$ cat config.mk
export PLATFORM = sky130hd
export DESIGN_NAME = joystick_packet_parser_unit
export DESIGN_NICKNAME = d
export VERILOG_FILES = /design/src/hdl/jpp_pkg.sv /design/src/hdl/jpp_btn_mem.sv /design/src/hdl/jpp_parser.sv /design/src/hdl/jpp_out_skid.sv /design/src/hdl/joystick_packet_parser_unit.sv
export SDC_FILE = /design/constraint.sdc
export NUM_CORES = 1
export LEC_CHECK = 0
export ABC_CLOCK_PERIOD_IN_PS = 2900
export BUFFER_PORTS_ARGS = -buffer_cell sky130_fd_sc_hd__buf_2
export CORE_MARGIN = 1.5
export CORE_UTILIZATION = 40
export CTS_CLUSTER_SIZE = 28
export DETAILED_ROUTE_END_ITERATION = 10
export PLACE_DENSITY = 0.65
export SLEW_MARGIN = 10
export SYNTH_ARGS = -nofsm -noshare
export SYNTH_HDL_FRONTEND = slang
export SYNTH_HIERARCHICAL = 1
export SYNTH_SLANG_ARGS = --single-unit
export TNS_END_PERCENT = 5
$ cat constraint.sdc
create_clock -name i_clk -period 2.9 [get_ports i_clk]
set_input_delay 0.435 -clock i_clk [delete_from_list [all_inputs] [get_ports i_clk]]
set_output_delay 0.435 -clock i_clk [all_outputs]
set_load 0.02 [all_outputs]
$ cat src/hdl/jpp_pkg.sv
// ----------------------------------------------------------------------------
// jpp_pkg
// Shared types and constants of the joystick packet parser.
// ----------------------------------------------------------------------------
package jpp_pkg;

    localparam int AXIS_LIMIT_DEF   = 8;
    localparam int BUTTON_LIMIT_DEF = 16;

    localparam logic [7:0] HDR_AXIS   = 8'h80;
    localparam logic [7:0] HDR_BUTTON = 8'h81;

    localparam int RES_DATA_W = 32;  // index, axis, value, previous; padded

    typedef enum logic [2:0] {
        KIND_AXIS       = 3'd0,
        KIND_BUTTON     = 3'd1,
        KIND_EMPTY      = 3'd2,
        KIND_AXIS_ERR   = 3'd3,
        KIND_BUTTON_ERR = 3'd4
    } t_kind;

    typedef struct packed {
        t_kind              kind;
        logic [3:0]         index;
        logic signed [7:0]  axis_value;
        logic [7:0]         button_value;
        logic [7:0]         button_previous;
        logic               packet_done;
    } t_result;

    // Button table access from the parser
    typedef struct packed {
        logic       rd_en;
        logic [3:0] rd_slot;
        logic       wr_en;
        logic [3:0] wr_slot;
        logic [7:0] wr_data;
    } t_btn_req;

endpackage

$ cat src/hdl/jpp_btn_mem.sv
// ----------------------------------------------------------------------------
// jpp_btn_mem
// Button table: one synchronous read port, one write port, per-entry valid.
// ----------------------------------------------------------------------------
module jpp_btn_mem #(
    parameter int BUTTON_LIMIT = jpp_pkg::BUTTON_LIMIT_DEF
) (
    input  logic              i_clk,
    input  logic              i_rst_n,
    input  jpp_pkg::t_btn_req i_req,
    output logic [7:0]        o_rd_data
);

    localparam int AW = (BUTTON_LIMIT > 1) ? $clog2(BUTTON_LIMIT) : 1;

    logic [7:0]              r_mem [BUTTON_LIMIT];
    logic [BUTTON_LIMIT-1:0] r_valid;
    logic [7:0]              r_rd_data;
    logic                    r_rd_valid;

    // storage, no reset
    always_ff @(posedge i_clk) begin
        if (i_req.wr_en) begin
            r_mem[i_req.wr_slot[AW-1:0]] <= i_req.wr_data;
        end
        if (i_req.rd_en) begin
            r_rd_data <= r_mem[i_req.rd_slot[AW-1:0]];
        end
    end

    // unwritten entries read as zero
    always_ff @(posedge i_clk) begin
        if (!i_rst_n) begin
            r_valid    <= '0;
            r_rd_valid <= 1'b0;
        end else begin
            if (i_req.wr_en) begin
                r_valid[i_req.wr_slot[AW-1:0]] <= 1'b1;
            end
            if (i_req.rd_en) begin
                r_rd_valid <= r_valid[i_req.rd_slot[AW-1:0]];
            end
        end
    end

    assign o_rd_data = r_rd_valid ? r_rd_data : 8'd0;

endmodule

$ cat src/hdl/jpp_parser.sv
// ----------------------------------------------------------------------------
// jpp_parser
// Byte-level packet state machine; forms one result per request at most.
// ----------------------------------------------------------------------------
module jpp_parser #(
    parameter int AXIS_LIMIT   = jpp_pkg::AXIS_LIMIT_DEF,
    parameter int BUTTON_LIMIT = jpp_pkg::BUTTON_LIMIT_DEF
) (
    input  logic              i_clk,
    input  logic              i_rst_n,
    input  logic              i_accept,
    input  logic [7:0]        i_byte,
    input  logic [7:0]        i_prev,
    output jpp_pkg::t_btn_req o_btn_req,
    output jpp_pkg::t_result  o_res,
    output logic              o_res_valid
);

    localparam logic [7:0] AXIS_LIM8 = 8'(AXIS_LIMIT);
    localparam logic [7:0] BTN_LIM8  = 8'(BUTTON_LIMIT);

    typedef enum logic [4:0] {
        ST_IDLE     = 5'b00001,
        ST_AXIS_CNT = 5'b00010,
        ST_AXIS_DAT = 5'b00100,
        ST_BTN_IDX  = 5'b01000,
        ST_BTN_VAL  = 5'b10000
    } t_state;

    t_state     r_state, n_state;
    logic [3:0] r_axes_total, n_axes_total;
    logic [3:0] r_axis_pos, n_axis_pos;
    logic [3:0] r_btn_slot, n_btn_slot;
    logic [3:0] w_pos_inc;

    assign w_pos_inc = r_axis_pos + 4'd1;

    always_ff @(posedge i_clk) begin
        if (!i_rst_n) begin
            r_state      <= ST_IDLE;
            r_axes_total <= 4'd0;
            r_axis_pos   <= 4'd0;
            r_btn_slot   <= 4'd0;
        end else begin
            r_state      <= n_state;
            r_axes_total <= n_axes_total;
            r_axis_pos   <= n_axis_pos;
            r_btn_slot   <= n_btn_slot;
        end
    end

    always_comb begin
        n_state      = r_state;
        n_axes_total = r_axes_total;
        n_axis_pos   = r_axis_pos;
        n_btn_slot   = r_btn_slot;
        o_res        = '0;
        o_res_valid  = 1'b0;
        o_btn_req    = '0;
        if (i_accept) begin
            case (r_state)
                ST_AXIS_CNT: begin
                    if (i_byte >= AXIS_LIM8) begin
                        n_state           = ST_IDLE;
                        o_res.kind        = jpp_pkg::KIND_AXIS_ERR;
                        o_res.packet_done = 1'b1;
                        o_res_valid       = 1'b1;
                    end else if (i_byte == 8'd0) begin
                        n_state           = ST_IDLE;
                        o_res.kind        = jpp_pkg::KIND_EMPTY;
                        o_res.packet_done = 1'b1;
                        o_res_valid       = 1'b1;
                    end else begin
                        n_axes_total = i_byte[3:0];
                        n_axis_pos   = 4'd0;
                        n_state      = ST_AXIS_DAT;
                    end
                end
                ST_AXIS_DAT: begin
                    o_res.kind        = jpp_pkg::KIND_AXIS;
                    o_res.index       = r_axis_pos;
                    o_res.axis_value  = i_byte;
                    o_res.packet_done = (w_pos_inc == r_axes_total);
                    o_res_valid       = 1'b1;
                    n_axis_pos        = w_pos_inc;
                    if (w_pos_inc == r_axes_total) begin
                        n_state = ST_IDLE;
                    end
                end
                ST_BTN_IDX: begin
                    if (i_byte >= BTN_LIM8) begin
                        n_state           = ST_IDLE;
                        o_res.kind        = jpp_pkg::KIND_BUTTON_ERR;
                        o_res.packet_done = 1'b1;
                        o_res_valid       = 1'b1;
                    end else begin
                        // fetch the old value now; it waits in the read register
                        n_btn_slot        = i_byte[3:0];
                        o_btn_req.rd_en   = 1'b1;
                        o_btn_req.rd_slot = i_byte[3:0];
                        n_state           = ST_BTN_VAL;
                    end
                end
                ST_BTN_VAL: begin
                    o_btn_req.wr_en       = 1'b1;
                    o_btn_req.wr_slot     = r_btn_slot;
                    o_btn_req.wr_data     = i_byte;
                    o_res.kind            = jpp_pkg::KIND_BUTTON;
                    o_res.index           = r_btn_slot;
                    o_res.button_value    = i_byte;
                    o_res.button_previous = i_prev;
                    o_res.packet_done     = 1'b1;
                    o_res_valid           = 1'b1;
                    n_state               = ST_IDLE;
                end
                default: begin
                    if (i_byte == jpp_pkg::HDR_AXIS) begin
                        n_state = ST_AXIS_CNT;
                    end else if (i_byte == jpp_pkg::HDR_BUTTON) begin
                        n_state = ST_BTN_IDX;
                    end else begin
                        n_state = ST_IDLE;
                    end
                end
            endcase
        end
    end

endmodule

$ cat src/hdl/jpp_out_skid.sv
// ----------------------------------------------------------------------------
// jpp_out_skid
// Output register with one skid entry; input ready does not depend on
// output ready.
// ----------------------------------------------------------------------------
module jpp_out_skid (
    input  logic             i_clk,
    input  logic             i_rst_n,
    input  logic             i_push,
    input  jpp_pkg::t_result i_res,
    input  logic             i_m_ready,
    output logic             o_s_ready,
    output logic             o_m_valid,
    output jpp_pkg::t_result o_m_res
);

    logic             r_out_valid, n_out_valid;
    logic             r_skid_valid, n_skid_valid;
    jpp_pkg::t_result r_out, n_out;
    jpp_pkg::t_result r_skid, n_skid;
    logic             w_pop;

    assign w_pop     = r_out_valid & i_m_ready;
    assign o_s_ready = ~r_skid_valid;
    assign o_m_valid = r_out_valid;
    assign o_m_res   = r_out;

    always_comb begin
        n_out_valid  = r_out_valid;
        n_skid_valid = r_skid_valid;
        n_out        = r_out;
        n_skid       = r_skid;
        if (w_pop || !r_out_valid) begin
            if (r_skid_valid) begin
                n_out        = r_skid;
                n_out_valid  = 1'b1;
                n_skid_valid = 1'b0;
            end else if (i_push) begin
                n_out       = i_res;
                n_out_valid = 1'b1;
            end else begin
                n_out_valid = 1'b0;
            end
        end else if (i_push) begin
            n_skid       = i_res;
            n_skid_valid = 1'b1;
        end
    end

    always_ff @(posedge i_clk) begin
        if (!i_rst_n) begin
            r_out_valid  <= 1'b0;
            r_skid_valid <= 1'b0;
        end else begin
            r_out_valid  <= n_out_valid;
            r_skid_valid <= n_skid_valid;
        end
    end

    always_ff @(posedge i_clk) begin
        r_out  <= n_out;
        r_skid <= n_skid;
    end

endmodule

$ cat src/hdl/joystick_packet_parser_unit.sv
// ----------------------------------------------------------------------------
// joystick_packet_parser_unit: byte-serial joystick packet parser
// Results are registered in the output register, or the skid entry on a stall.
// Throughput: 1 request per cycle; input stalls only while two results wait.
// Reset (sync, active low): idle parser, button table reads zero, buffer empty.
// ----------------------------------------------------------------------------
// Packet formats:
//   0x80, count, count axis bytes -> one axis result per byte
//   0x81, index, value            -> one button result (new and old value)
// The button table lives in a synchronous RAM. Its read is issued when the
// index byte is accepted, so the old value sits in the read register when the
// value byte arrives; the write goes out in that same cycle. The next read of
// a button packet comes at least two requests after a write, and the RAM
// already holds the new value then, so no forwarding path is needed.
// Every request needs at most one table read and one table write, so the
// table never limits the rate. The output register plus one skid entry keeps
// the input ready from depending on the master-side ready. No clearing pass
// after reset; per-entry valid bits make unwritten buttons read as zero.
// ----------------------------------------------------------------------------
module joystick_packet_parser_unit #(
    parameter int AXIS_LIMIT   = jpp_pkg::AXIS_LIMIT_DEF,   // 2..16
    parameter int BUTTON_LIMIT = jpp_pkg::BUTTON_LIMIT_DEF  // 2..16
) (
    input  logic                          i_clk,
    input  logic                          i_rst_n,
    // request side
    input  logic                          i_s_axis_tvalid,
    output logic                          o_s_axis_tready,
    input  logic [7:0]                    i_s_axis_tdata,   // [7:0] rx_byte
    // result side
    output logic                          o_m_axis_tvalid,
    input  logic                          i_m_axis_tready,
    // [3:0] index, [11:4] axis_value, [19:12] button_value,
    // [27:20] button_previous, [31:28] zero
    output logic [jpp_pkg::RES_DATA_W-1:0] o_m_axis_tdata,
    output logic [2:0]                    o_m_axis_tuser,   // [2:0] kind
    output logic                          o_m_axis_tlast    // packet_done
);

    logic              w_accept;
    logic [7:0]        w_prev;
    logic              w_res_valid;
    jpp_pkg::t_result  w_res;
    jpp_pkg::t_result  w_out;
    jpp_pkg::t_btn_req w_btn_req;

    assign w_accept = i_s_axis_tvalid & o_s_axis_tready;

    // packet state machine
    jpp_parser #(
        .AXIS_LIMIT   (AXIS_LIMIT),
        .BUTTON_LIMIT (BUTTON_LIMIT)
    ) u_parser (
        .i_clk       (i_clk),
        .i_rst_n     (i_rst_n),
        .i_accept    (w_accept),
        .i_byte      (i_s_axis_tdata),
        .i_prev      (w_prev),
        .o_btn_req   (w_btn_req),
        .o_res       (w_res),
        .o_res_valid (w_res_valid)
    );

    // button table RAM
    jpp_btn_mem #(
        .BUTTON_LIMIT (BUTTON_LIMIT)
    ) u_btn_mem (
        .i_clk     (i_clk),
        .i_rst_n   (i_rst_n),
        .i_req     (w_btn_req),
        .o_rd_data (w_prev)
    );

    // output register plus skid entry
    jpp_out_skid u_out (
        .i_clk     (i_clk),
        .i_rst_n   (i_rst_n),
        .i_push    (w_res_valid),
        .i_res     (w_res),
        .i_m_ready (i_m_axis_tready),
        .o_s_ready (o_s_axis_tready),
        .o_m_valid (o_m_axis_tvalid),
        .o_m_res   (w_out)
    );

    assign o_m_axis_tdata = {4'd0, w_out.button_previous, w_out.button_value,
                             w_out.axis_value, w_out.index};
    assign o_m_axis_tuser = w_out.kind;
    assign o_m_axis_tlast = w_out.packet_done;

endmodule

**Word level (Yosys, flattened, before mapping)**

Memories as Yosys holds them, arrays and structs flattened. A register that Yosys moved wholly into a read port is not among the register bits.
Cells that the tools add are included.

- Output and inout bits: 38
- Bits in registers: 100
- Memories kept: 1
- Memory bits (writable): 128

- Magnitude comparators: 5
- Add/sub/neg operators: 1
- Bitwise logic cells: 9
- Equality and inequality tests: 10
- Reductions and logical operators: 14
- Muxes and demuxes: 39

Memories:

| name | words | width | read ports | clocked after Yosys merged registers in | write ports | RTL line | RTL |
|---|---|---|---|---|---|---|---|
| u_btn_mem.r_mem | 16 | 8 | 1 | 1 | 1 | jpp_btn_mem.sv:16 | `logic [7:0] r_mem [BUTTON_LIMIT];` |

Operator list:

| operator | count |
|---|---|
| two-way mux 32 bit | 3 |
| two-way mux 5 bit | 5 |
| case mux 5 bit (4 select lines) | 1 |
| two-way mux 18 bit | 1 |
| equality test 8 bit, second input constant | 2 |
| two-way mux 16 bit | 1 |
| two-way mux 8 bit | 2 |
| OR 16 bit | 1 |
| case mux 4 bit (2 select lines) | 2 |
| two-way mux 13 bit | 1 |
| two-way mux 3 bit | 4 |
| two-way mux 4 bit | 3 |
| < comparator 4 x 5 -> 1 bit, second input constant | 2 |
| two-way mux 1 bit | 10 |
| case mux 3 bit (3 select lines) | 1 |
| greater-or-equal comparator 8 x 4 -> 1 bit, second input constant | 1 |
| greater-or-equal comparator 8 x 5 -> 1 bit, second input constant | 1 |
| zero test 8 bit | 1 |
| AND reduction 4 bit | 2 |
| NOT 1 bit | 6 |
| AND reduction 2 bit | 3 |
| equality test 5 x 2 -> 1 bit, second input constant | 1 |
| equality test 5 x 3 -> 1 bit, second input constant | 1 |
| equality test 5 x 4 -> 1 bit, second input constant | 1 |
| 18 further kinds | 22 |

**Depth between registers and ports, before layout**

- Depth after elaboration: 9
- Gate-level depth with buffers: 13

**By module**

The synthesis kept the hierarchy.

Modules (own cells, without submodules):

| module | cells each | area each (sq um) | times used |
|---|---|---|---|
| jpp_btn_mem | 270 | 5948.2 | 1 |
| jpp_out_skid | 109 | 2539.9 | 1 |
| jpp_parser | 172 | 1281.2 | 1 |
| joystick_packet_parser_unit | 6 | 40.0 | 1 |

**Least setup slack after synthesis**

Ideal clock, no wire load.

- Kind: register to register
- Start point: register u_out.r_skid_valid
- End point: register u_out.r_out, in the netlist u_out/o_m_res[0], enable pin
- Cell stages (with the launch flop): 11
- Arrival time: 2.904 ns
- Setup slack: -0.425 ns
- Path buffers: 3
- Required time: 2.479 ns
- Cells stage by stage: dfxtp_1 -> buf_6 -> buf_12 -> inv_1 -> and2_1 -> clkbuf_1 -> nor2b_1 -> o311ai_1 -> inv_1 -> nor2_1 -> nor2_1

- Word-level cells in the longest chain between the ends: 5

RTL lines:

| element | RTL line | RTL |
|---|---|---|
| start: declaration | jpp_out_skid.sv:18 | `logic r_skid_valid, n_skid_valid;` |
| start signal: assignment | jpp_out_skid.sv:56 | `r_skid_valid <= n_skid_valid;` |
| NOT 1 bit | jpp_out_skid.sv:24 | `assign o_s_ready = ~r_skid_valid;` |
| via o_s_axis_tready | joystick_packet_parser_unit.sv:28 | `output logic o_s_axis_tready,` |
| bitwise AND 1 bit | joystick_packet_parser_unit.sv:47 | `assign w_accept = i_s_axis_tvalid & o_s_axis_tready;` |
| via w_accept | joystick_packet_parser_unit.sv:40 | `logic w_accept;` |
| two-way mux 1 bit | jpp_parser.sv:60 | `if (i_accept) begin` |
| via w_res_valid | joystick_packet_parser_unit.sv:42 | `logic w_res_valid;` |
| nonzero test 2 bit (no line) | - |  |
| AND reduction 2 bit (no line) | - |  |
| end signal: assignment | jpp_out_skid.sv:61 | `r_out <= n_out;` |
| end: declaration | jpp_out_skid.sv:19 | `jpp_pkg::t_result r_out, n_out;` |

The timed path passes the listed nets, and every way through them passes these cells.
A chain may end at the register's enable or synchronous reset.

==> metrics <==
highest clock frequency the design can meet=363 MHz; share of cells above drive strength 1=between 20% and 30%; number of failing hold endpoints at the final stage=0; Max-Slew Margin vs Limit=around 52%; number of antenna violations at the first check in global routing=0; Port Buf Inserts=45; NumNets Final=655; DRC=0; max_cap viols=0; total of cells resized after clock tree synthesis=0; largest net degree at the start of global routing=35; highest ir drop seen on vdd=375 uV; Die ar.=25500 sq um; post-route clock skew=17.7 ps; Least-Margin Pin Slew=712 ps; Period minus WS final=roughly 2800 ps; outcome=completed; fraction of registers with async set or reset after synthesis=0%; post-DP HPWL=13.4 mm; sort of element at the end of the critical path=register; flip-flop and latch count after synthesis=236; Final Total Pwr=6.71 mW; width of the die=160 um; overflow left after global routing=0; Pleak=4.36 nW; most used flip-flop cell after synthesis=edfxtp_1; areal power density over the cells=587 nW/um^2; Final Max Slew Viols=0; buffer cell driving the clock tree root=clkbuf_16; count of cell types in the netlist=54; count of boundary I/O pins=50; ANT cells=0; count of synthesis-stage warnings from yosys=6; worst hold path class=input pin to register; most frequent cells in the layout=edfxtp_1, buf_2, buf_4, nor2_1; Core Rows=57; height of the chip=around 160 um; cell count after synthesis=557; Critical Path Start Type=register; # Post-CTS Setup Buffers=0; total vias in the final route=5146; RSZ-0062 raised after global routing=no; count of H-tree levels built during CTS=1; sequential cell area fraction in the yosys report=between 60% and 70%; wire length per cell after detailed routing=a little over 20 um; area post-placement=approximately 11000 sq um; Clock Sinks=236; fin area=around 11000 sq um; number of buffers inserted during clock tree synthesis=25; critical path data required time=3140 ps; clock tree from TritonCTS=built; most common cell after layout, fill and taps aside=edfxtp_1; maximum fanout along the worst path=18; Core Area=24200 sq um; 1st-iter DRT viols=330; area growth from synthesis to final layout=16.5%; first-pass GRT wire length=roughly 31 mm; via density per instance=between 5 and 6; via count of the first global-routing pass=5388; GRT Util Overall=16.1%; arrival time at the worst endpoint=~3000 ps; Max clock buf depth=3; Mapped Area=roughly 10000 sq um; final estimated routing congestion in global placement=just under 0.9; Syn Area/Cell=17.6 sq um; Initial Util=40.6%; clock latency on the worst-skew pair=between 500 and 600 ps; setup violation total in the final timing report=0; crit share post-route=a little over nine tenths; Reg clk slew, reported paths=around 60 ps; number of nets still failing antenna checks after routing=0; final wirelength=20.2 mm; number of search-and-repair iterations in the first detailed-routing pass=4; Crit Path Class=register to register; hold bufs inserted after CTS=0; number of enable flip-flop cells after synthesis=200
[power by group]
| group | internal [mW] | switching, mW |
|---|---|---|
| clock | 1.77 | 1.25 |
| combinational | 0.0199 | 0.0409 |
| sequential | 3.63 | 0.000497 |
| total | 5.41 | 1.29 |
[critical path, stage by stage, from the launching register on]
cell	delay [ps]
dfxtp_1	320
nor4_2	360
nand4_1	250
nor2_4	250
buf_12	200
mux4_1	610
mux4_2	490
[Yosys cell counts, types with 2 or more instances]
library cell	n	share of area, %
mux4_1	28	7.5
nor3_4	2	0.33
nor3_1	7	0.36
mux2_2	4	0.46
a221oi_1	2	0.18
nand2_1	10	0.38
nand3b_1	3	0.23
mux4_2	14	3.2
buf_4	13	0.99
clkbuf_1	12	0.46
and2_1	35	2.2
o21a_1	17	1.3
nand4_1	4	0.26
mux2_4	28	4.3
nor2b_1	5	0.32
edfxtp_1	200	61
nand3_1	7	0.36
mux2i_1	8	0.82
o22ai_1	2	0.13
and3_1	3	0.19
dfxtp_1	36	7.3
nor2_1	40	1.5
o21ai_0	3	0.15
buf_6	5	0.57
buf_2	3	0.15
nand2b_1	5	0.32
o211ai_1	3	0.23
xor2_1	3	0.27
buf_12	3	0.61
xnor2_1	4	0.36
nor4_1	4	0.26
a21oi_1	7	0.36
a21o_1	5	0.38
inv_1	12	0.46
[sequential cells by signal, summed over array words and instances (netlist names)]
| register | cells |
|---|---|
| u_out/o_m_res | 32 |
| u_parser/r_state | 5 |
| u_btn_mem/r_rd_valid | 1 |
| u_out/r_skid_valid | 1 |
| u_parser/r_btn_slot | 4 |
| u_out/r_skid | 32 |
| u_out/o_m_valid | 1 |
| u_parser/r_axis_pos | 4 |
| u_btn_mem/r_mem | 128 |
| u_parser/r_axes_total | 4 |
| u_btn_mem/r_valid | 16 |
| u_btn_mem/r_rd_data | 8 |
[path summary, 6_finish.rpt]
path / from / to / slack (ps) / depth (start not counted)
max reg2reg: u_parser/r_state[0] / u_btn_mem/r_rd_data[5] / 140 / 6
min reg2reg: u_btn_mem/r_valid[6] / u_btn_mem/r_valid[6] / 460 / 1
min: i_m_axis_tready / u_out/r_skid_valid / 270 / 3
max: u_parser/r_state[0] / u_btn_mem/r_rd_data[5] / 140 / 6
[cell type report]
type	count	area, sq um
well taps	324	405
clock buffers	31	648
multi-input cells	276	2800
clock inverters	14	134
flip-flops and latches	236	6730
inverters	12	45.0
repair buffers	91	671
fillers	2028	12700
[logic make-up (layout without fill, tap and decap cells)]
kind of cell	Yosys count	in the layout	share of synthesized area (%)
AOI/OAI and AO/OA	50	50	3.76
xor gates and xnor gates	7	7	0.625
adders and majority gates	1	1	0.128
buffers and inverters	48	148	3.25
DFF	236	236	68.6
muxes	82	82	16.3
other	1	4	0.0382
and+or+nand+nor	132	132	7.35
[layer usage]
metal | routed length, um | GRT usage (%) | vias up
met5 | 0 | 0 | -
met2 | 10300 | 28.6 | 164
met4 | 532 | 5.36 | 0
met3 | 949 | 2.27 | 39
met1 | 8470 | 20.2 | 2599
li1 | - | - | 2344
[stage by stage]
step / worst slack (ps) / setup TNS [ps] / hold slack, ps / util, % / cells
2_1_floorplan: -279 / -4400 / 435 / - / 560
3_3_place_gp: -146 / -1140 / 445 / 44.0 / 939
3_5_place_dp: -194 / -1360 / 449 / 44.0 / 939
4_1_cts: 54.9 / 0 / 256 / 47.2 / 984
5_1_grt: 4.90 / 0 / 273 / 47.3 / 984
6_report: 144 / 0 / 268 / 47.3 / 984
Power figures use the tool's default switching activity.
